--- src/rtl/core/rfd_ram.sv ---
// Generic single-write, single-read RAM with registered read data.
// Parameters set width and depth. No dependencies.
module rfd_ram #(
  parameter int WIDTH = 8,
  parameter int DEPTH = 64,
  localparam int AW = (DEPTH > 1) ? $clog2(DEPTH) : 1
) (
  input  logic             clk,
  input  logic             wr_en,
  input  logic [AW-1:0]    wr_addr,
  input  logic [WIDTH-1:0] wr_data,
  input  logic             rd_en,
  input  logic [AW-1:0]    rd_addr,
  output logic [WIDTH-1:0] rd_data
);

  logic [WIDTH-1:0] mem [DEPTH];
  logic [WIDTH-1:0] rd_data_r;

  always_ff @(posedge clk) begin
    if (wr_en) begin
      mem[wr_addr] <= wr_data;
    end
    if (rd_en) begin
      rd_data_r <= mem[rd_addr];
    end
  end

  assign rd_data = rd_data_r;

endmodule
--- config.mk ---
export PLATFORM = sky130hd
export DESIGN_NAME = rfd_ram
export DESIGN_NICKNAME = d
export VERILOG_FILES = /design/src/rtl/core/rfd_ram.sv
export SDC_FILE = /design/constraint.sdc
export NUM_CORES = 1
export LEC_CHECK = 0
export ABC_AREA = 1
export BUFFER_PORTS_ARGS = -buffer_cell sky130_fd_sc_hd__buf_2
export CAP_MARGIN = 30
export CORE_MARGIN = 4
export CORE_UTILIZATION = 45
export DETAILED_ROUTE_END_ITERATION = 6
export PLACE_DENSITY_LB_ADDON = 0.05
export SLEW_MARGIN = 0
export SYNTH_ARGS = -nofsm -noshare
export SYNTH_HDL_FRONTEND = slang
export SYNTH_SLANG_ARGS = --single-unit
--- constraint.sdc ---
create_clock -name clk -period 6 [get_ports clk]
set_clock_uncertainty 0.15 [all_clocks]
set_input_delay 0.3 -clock clk [delete_from_list [all_inputs] [get_ports clk]]
set_output_delay 0.3 -clock clk [all_outputs]
set_load 0.005 [all_outputs]
[Word-level counts from Yosys, hierarchy flattened]
Memory sizes are Yosys's and may differ from the RTL's. A register that Yosys moved wholly into a read port is not among the register bits.
Index checks and enable logic that the tools add are counted.
Storage, ports and cells
  register bits after elaboration: 0
  RAM bits: 512
  bits of input ports: 23
  word-level logic and storage cells: 3
  memories kept: 1
Operators by class
  mux-type cells: 2
Memories
  mem: words 64, bits a word 8, rd ports 1, clocked after Yosys merged registers in 1, write ports 1, RTL line 17  | logic [WIDTH-1:0] mem [DEPTH];
Operators with widths (number)
  $mux 1: 2

[Longest topological paths before layout]
Gate-level depths: netlist of run 1.
  word-level depth: 2
  gate-level depth with buffers: 12

[Worst setup path after synthesis of run 1]
OpenSTA, ideal clock, no wires.
  path kind: input to register
  start point: in wr_en
  end point: mem mem[48][0] (enable)
  setup time: 395 ps
  data arrival time: 1671 ps
  data required time: 5455 ps
  slack: 3784 ps
  stages: 3
  path buffers: 1
  path through: clkbuf_1 -> nand4_1 -> nor4_1
On the way
  word-level cells in the longest chain between the ends: 2
Ends and longest elaborated chain
  start, declared: RTL line 9  | input logic wr_en,
  $mux 1: RTL line 21  | if (wr_en) begin
  $mux 1 (implied by the code): RTL line 22  | mem[wr_addr] <= wr_data;
  end, declared: RTL line 17
Every way passes these cells.

[Worst setup path after layout of run 1]
  start point: in wr_addr[0]
  end point: mem mem[36][4] (enable)
RTL lines
  start, declared: RTL line 10  | input logic [AW-1:0] wr_addr,
No word-level cell before the write port.

==> metrics.md, run 1 <==
| Metric | Value |
|---|---|
| Status | completed |
| Setup TNS Final | 0 ns |
| Mapped Nets | 1,828 |
| # clock sinks | 520 |
| Crit path capture type | flop |
| Synthesis-to-finish area growth | 10.9% |
| Max Transition Viols Final | 0 |
| Share of cells above drive strength 1 | 7.60% |
| Die W | 226 um |
| Initial antenna violation count | 2 |
| Crit path cell chain | buf_2 > inv_1 > nand4_1 > nor2_1 |
| Fillers | 4,127 |
| GRT Overall Usage | 22.6% |
| CTS tree | yes |
| GR Overflow Total | 0 |
| Synth warnings | 0 |
| Headroom to the max-slew limit | 32.4% |
| Leakage Power | 8.47 nW |
| Hold Path Class | in -> reg |
| Clk slew on worst S/H paths | 0.06 ns |
| RSZ-0062 raised after global routing | no |
| IO Port Bufs | 30 |
| Synthesized area | 21,400 um2 |
| Reg2reg end | rd_data[2]$_DFFE_PP_ |
| Post-Synthesis Cells | 1,805 |
| Most frequent cells in the layout | 648 x nand2_1, 520 x edfxtp_1, 439 x nand3_1, 58 x clkbuf_16, 56 x nor2_1 |
| Initial Util | 45.8% |
| Sequential cell area | 15,600 um2 |
| CP Data Arrival Time | 2.60 ns |
| CP required | 6.08 ns |
| First-pass GRT wire length | 86,100 um |
| Hpwl dp | 32,100 um |
| CTS H-tree depth | 2 |
| Initial drt markers | 1,215 |
| I/O pins | 31 |
| Via Count | 13.5k |
| # rows | 79 |
| CP startpoint | wr_addr[0] |
| Post-cts sizing count | 0 |
| Least-Margin Pin Slew | 1.01 ns |
| Clk_lat worst skew | 0.61 ns |
| R2R cell count | 8 |
| Vias/cell | 5.49 |
| Post-CTS setup buffers | 0 |
| FF-to-FF setup slack | 4.29 ns |
| DRT antenna net count | 0 |
| Core box area | 46,800 um2 |
| Clock Path Buffers | 3 |
| Maxcap violations | 0 |
| M1 WL | 24,300 um |
| Peak supply drop | 242 uV |
| Post-synth cell types | 15 |
| Mean area per synthesized cell | 11.9 um2 |
| Reg2reg start | mem[47][2]$_DFFE_PP_ |
| Largest net degree at the start of global routing | 179 |
| Layout Nets | 1,831 |
| Clock Tree Root | clkbuf_16 |
| Die H | 226 um |
| Post-route DRC | 0 |
| Setup violations, final | 0 |
| Die ar. | 51,200 um2 |
| Average wire per standard cell | 23.3 um |
| Power Dens Cells | 342 nW/um2 |
| Crit-path max FO | 9 |
| Antenna cells | 0 |
| Pre-Repair DR Iteration Count | 5 |
| Met2 WL | 27,100 um |
| Seq/Total Area, Yosys | 72.9% |
| Vias in the first global route | 13.5k |
| Max Clock Freq | 397 MHz |
| Top Metal Used | met4 |
| Dpl cell area | 21,800 um2 |
| Max incr delay on CP | 1.10 ns |
| Met3 Wirelength | 3410 um |
| Total CTS buffers | 56 |
| Fin crit period | 2.52 ns |
| Register bit total from synthesis | 520 |
| Commonest non-fill, non-tap cell in the layout | nand2_1 |
| Gp weighted congestion | 0.810 |
| WL final | 57,400 um |
| Nature of the critical path startpoint | input port |
| Area of the multi-input gates | 4950 um2 |
| Finished Cell Area | 23,700 um2 |
| Final hold vios | 0 |
| Tcrit/Tclk final | 42.0% |
| Crit Path Class | in -> reg |
| CP Capture Point | mem[36][4]$_DFFE_PP_ |
| Cell with the largest stage delay on the worst path | nor2_1 |
final cells by class:
class	instances	share of cell area (%)
Tap cell	607	3.20
Clock buffer	69	6.29
Timing Repair Buffer	58	1.83
Multi-Input combinational cell	1160	20.8
Clock inverter	37	1.89
Sequential cell	520	65.8
Inverter	12	0.221
state kept, by name, indices dropped and copies added (netlist names):
signal / count
mem: 512
rd_data: 8
routing by layer:
metal	vias to the layer above	track usage (%)
met5	-	0
met4	0	9.72
met3	124	3.30
met2	424	36.4
met1	6607	30.9
li1	6376	-
how the worst min path moves through the flow:
| stage | from | end | slack, ns | cells after the start |
|---|---|---|---|---|
| after detailed placement | rd_en | rd_data[7]$_DFFE_PP_ | 0.52 | 1 |
| after floorplan | wr_data[0] | mem[0][0]$_DFFE_PP_ | 0.25 | 0 |
| final | wr_data[7] | mem[29][7]$_DFFE_PP_ | 0.03 | 1 |
| after global placement | rd_en | rd_data[4]$_DFFE_PP_ | 0.52 | 1 |
| after CTS | wr_data[7] | mem[43][7]$_DFFE_PP_ | 0.0009 | 1 |
| after global routing | wr_data[7] | mem[42][7]$_DFFE_PP_ | 0.02 | 1 |
critical path: cells and delay by family:
| family | cells | cell delay, ns |
|---|---|---|
| buf+inv | 2 | 0.36 |
| simple gates | 2 | 1.93 |
synth_stat cells, drive strengths merged:
| library cell | number | area (um2) |
|---|---|---|
| nand2 | 648 | 2430 |
| nand4 | 9 | 56.3 |
| buf | 98 | 752 |
| edfxtp | 520 | 15600 |
| clkbuf | 15 | 56.3 |
| nor2 | 56 | 210 |
| inv | 12 | 50.1 |
| nor4 | 8 | 50.1 |
| nand3 | 439 | 2200 |
through the flow:
step	power, mW	cells	util, %	hold slack, ns	worst slack, ns
2_1_floorplan	4.40	1805	-	0.249	3.78
3_3_place_gp	4.58	2354	46.5	0.520	2.85
3_5_place_dp	4.59	2355	46.6	0.519	2.86
4_1_cts	8.20	2463	50.8	0.000933	3.51
5_1_grt	8.39	2463	50.8	0.0221	3.30
6_report	8.13	2463	50.8	0.0260	3.48
report_power, final:
part	internal (mW)	leakage (nW)	switching, mW
Combinational	0.109	2.86	0.352
Sequential	4.03	4.69	0.0145
Clock	2.19	0.925	1.43
cells by family after synthesis:
group / Yosys count / synth area share (%)
buffers and inverters: 125 / 4.01
flip-flops: 520 / 72.9
AND/OR/NAND/NOR: 1160 / 23.1
timing repair:
action,in CTS,in global routing
endpoints found under the setup margin,0,0
hold buffers,2,0
endpoints found under the hold margin,11,0
No activity file was read; power rests on OpenSTA's default activity.
==> inputs of run 2 (changes only) <==
- ABC_AREA: 1 -> 0
- clock period: 6 -> 2.2 ns (I/O delays scaled with it)
==> metrics.md, run 2 <==
| Metric | Value |
|---|---|
| Crit path cell chain | mux4_2 > mux4_2 > nor2_4 > nor3_2 > o2bb2ai_1 |
| GRT Overall Usage | 20.7% (-1.9 points) |
| GR Overflow Total | 0 (unchanged) |
| Commonest non-fill, non-tap cell in the layout | edfxtp_1 |
| CP startpoint | mem[14][0]$_DFFE_PP_ |
| Vias in the first global route | 10.7k (-21%) |
| CP Capture Point | rd_data[0]$_DFFE_PP_ |
| Crit Path Class | reg -> reg |
| Average wire per standard cell | 27.5 um (+18%) |
| Count leader, synth | edfxtp_1 |
| Synth warnings | 0 (unchanged) |
| Post-CTS setup buffers | 0 (unchanged) |
| Cell with the largest stage delay on the worst path | mux4_2 |
| CTS tree | yes |
| Xor and xnor area share after synthesis | 0% (unchanged) |
| Setup violations, final | 1 (+1) |
| Synth cell count leaders | 520 x edfxtp_1, 126 x mux4_2, 83 x nor2_1 |
| Biggest register | mem |
| Async S/R FF share, synth | 0% (unchanged) |
| Simple-Gate Fraction of Synth Area | 3.37% (-20 points) |
| Final Worst Setup Slack | -0.0150 ns (-3.49 ns) |
| Initial antenna violation count | 2 (unchanged) |
| R2R cell count | 5 (-3) |
| Max reg flops | 512 (unchanged) |
| Post-synth cell types | 39 (+24) |
| Max Transition Viols Final | 0 (unchanged) |
| Clock Tree Root | clkbuf_16 |
| Vias/cell | 5.67 (+3.2%) |
| Tcrit/Tclk final | 101% |
| Max Clock Freq | 451 MHz |
| WL final | 48,900 um (-15%) |
| Least-Margin Pin Slew | 0.724 ns (-0.287 ns) |
| Clk slew on worst S/H paths | 0.06 ns (about the same) |
| Failing checks | setup timing |
| Final hold slack | 0.0747 ns (+0.0487 ns) |
| Share of cells above drive strength 1 | 35.4% (+28 points) |
| Nature of the critical path startpoint | flop |
| Largest family of logic cells by synthesized area | multiplexers |
| Post-synth EDFFs | 520 (unchanged) |
| Initial drt markers | 958 (-21%) |
| Hold Path Class | in -> reg |
| Mapped Nets | 963 (-47%) |
| Synth top area share | 77.1% (+4.2 points) |
| Die ar. | 48,500 um2 (-5.3%) |
| CTS H-tree depth | 2 (unchanged) |
| DRT antenna net count | 0 (unchanged) |
| Top post-synthesis cells by area | edfxtp_1 77%, mux4_2 14%, nor2_1 1.5% |
| RSZ-0062 raised after global routing | yes |
| Post-Synthesis Cells | 940 (-48%) |
| Synthesized area | 20,200 um2 (-5.5%) |
| Die H | 220 um (-2.7%) |
| Maxcap violations | 0 (unchanged) |
| Via Count | 10.1k (-25%) |
| Main flop type after synthesis | edfxtp_1 |
| Crit-path max FO | 1 (-8) |
| Reg2reg start | mem[14][0]$_DFFE_PP_ |
| Post-synth top area cell | edfxtp_1 |
| Peak supply drop | 611 uV (+150%) |
| Max incr delay on CP | 0.54 ns (-0.56 ns) |
| Post-route DRC | 0 (unchanged) |
| Crit path capture type | flop |
| Pre-CTS WS | -0.451 ns (-3.31 ns) |
| Power Dens Cells | 869 nW/um2 (+150%) |
| # clock sinks | 520 (unchanged) |
| Reg2reg end | rd_data[0]$_DFFE_PP_ |
| Post-Layout Cell Count | 1,779 (-28%) |
| Gp weighted congestion | 0.817 (+0.86%) |
| I/O pins | 31 (unchanged) |
| Hpwl dp | 32,800 um (+2.1%) |
| Top cell by count, worst path | mux4_2 |
| Layout Nets | 1,169 (-36%) |
| Setup TNS Final | -0.0150 ns (-0.0150 ns) |
| Headroom to the max-slew limit | 51.7% (+19 points) |
| FF-to-FF setup slack | -0.01 ns (-4.30 ns) |
| Clk_lat worst skew | 0.59 ns (-0.02 ns) |
| Final core area utilization | 54.5% (+3.7 points) |
| Core box area | 44,300 um2 (-5.2%) |
| Pre-Repair DR Iteration Count | 5 (unchanged) |
| Post-synthesis adder-cell area fraction | 0% (unchanged) |
| Synthesis-to-finish area growth | 19.4% |
| CP Data Arrival Time | 2.39 ns (-0.21 ns) |
| Most frequent cells in the layout | 520 x edfxtp_1, 143 x buf_4, 126 x mux4_2, 79 x nor2_1, 53 x clkbuf_16 |
| Seq/Total Area, Yosys | 77.1% (+4.2 points) |
| Mean area per synthesized cell | 21.5 um2 (+82%) |
| Largest net degree at the start of global routing | 65 (-64%) |
| Multiplexer share of the synthesized area | 15.9% (+16 points) |
| Fin crit period | 2.21 ns |
| CP required | 2.38 ns (-3.70 ns) |
| Leakage Power | 7.90 nW (-6.7%) |
| Compound-Gate Fraction of Synth Area | 2.06% (+2.1 points) |
| Total CTS buffers | 53 (-5.4%) |
| IO Port Bufs | 30 (unchanged) |
| First-pass GRT wire length | 71,900 um (-16%) |
| Inst Count DP | 1,671 (-29%) |
| # rows | 77 (-2.5%) |
| Die W | 220 um (-2.7%) |
| Status | finished, violations left |
| Clock Path Buffers | 3 (unchanged) |
| Final hold vios | 0 (unchanged) |
| Register bit total from synthesis | 520 (unchanged) |
| Initial Util | 45.7% (-0.13 points) |
==> run 2: changes by cell type after synthesis, moves of 10 or more <==
cell     before  now
nand2_1     648   19
nand3_1     439   13
mux4_2        0  126
buf_6        35    4
nor2_1       56   83
buf_2        37   11
mux2i_1       0   23
nor2b_1       0   14
mux2_2        0   13
inv_1        10    0
==> run 2: worst min path at each step <==
stage	start	to	cells past startpoint
2_1_floorplan	wr_data[0]	mem[0][0]$_DFFE_PP_	0
3_3_place_gp	rd_en	rd_data[6]$_DFFE_PP_	1
3_5_place_dp	rd_en	rd_data[6]$_DFFE_PP_	1
4_1_cts	wr_addr[0]	mem[55][0]$_DFFE_PP_	4
5_1_grt	wr_addr[0]	mem[51][7]$_DFFE_PP_	4
6_report	wr_addr[0]	mem[55][0]$_DFFE_PP_	4
==> run 2: through the flow <==
stage,power (mW),area [um2]
after detailed placement,12.4,22300
after floorplan,11.8,20200
after CTS,21.2,24100
after global placement,12.4,22300
final,21.0,24200
after global routing,21.7,24200
==> run 2: worst max-delay path, delay by kind of cell (launching register included) <==
family / cells / cell delay [ns]
AOI/OAI and AO/OA: 1 / 0.13
DFF: 1 / 0.39
muxes: 2 / 1.06
and+or+nand+nor: 2 / 0.23
==> run 2: what timing repair did <==
item / CTS / global route
hold buffers: 12 / 0
setup endpoints to repair: 5 / 6
pin swaps: 0 / 0
gates resized for setup: 9 / 7
gates cloned: 0 / 0
endpoints found under the hold margin: 250 / 0
==> run 2: report_power, final <==
part / total [mW] / internal (mW) / leakage, nW / switching [mW]
Combinational: 1.19 / 0.512 / 2.37 / 0.677
Sequential: 11.0 / 11.0 / 4.69 / 0.0303
Clock: 8.80 / 5.22 / 0.843 / 3.59
Total: 21.0 / 16.7 / 7.90 / 4.29
==> run 2: area by class of cell <==
type / instances / area, um2
Fill cell: 3384 / 20100
Timing Repair Buffer: 202 / 1720
Tap cell: 592 / 741
Clock buffer: 61 / 1360
Multi-Input combinational cell: 369 / 4390
Antenna cell: 1 / 2.50
Sequential cell: 520 / 15600
Clock inverter: 34 / 344
==> run 2: cell families after synthesis <==
group	count (synthesis)
simple gates	153
mux	162
flops	520
compound gates	54
buf+inv	51
==> run 2: routing by layer <==
metal	vias up	GRT usage (%)	wire (um)
met5	-	0	0
met4	0	6.36	1470
met3	83	3.83	2540
met2	265	33.2	23800
met1	5376	29.4	21100
li1	4358	-	-
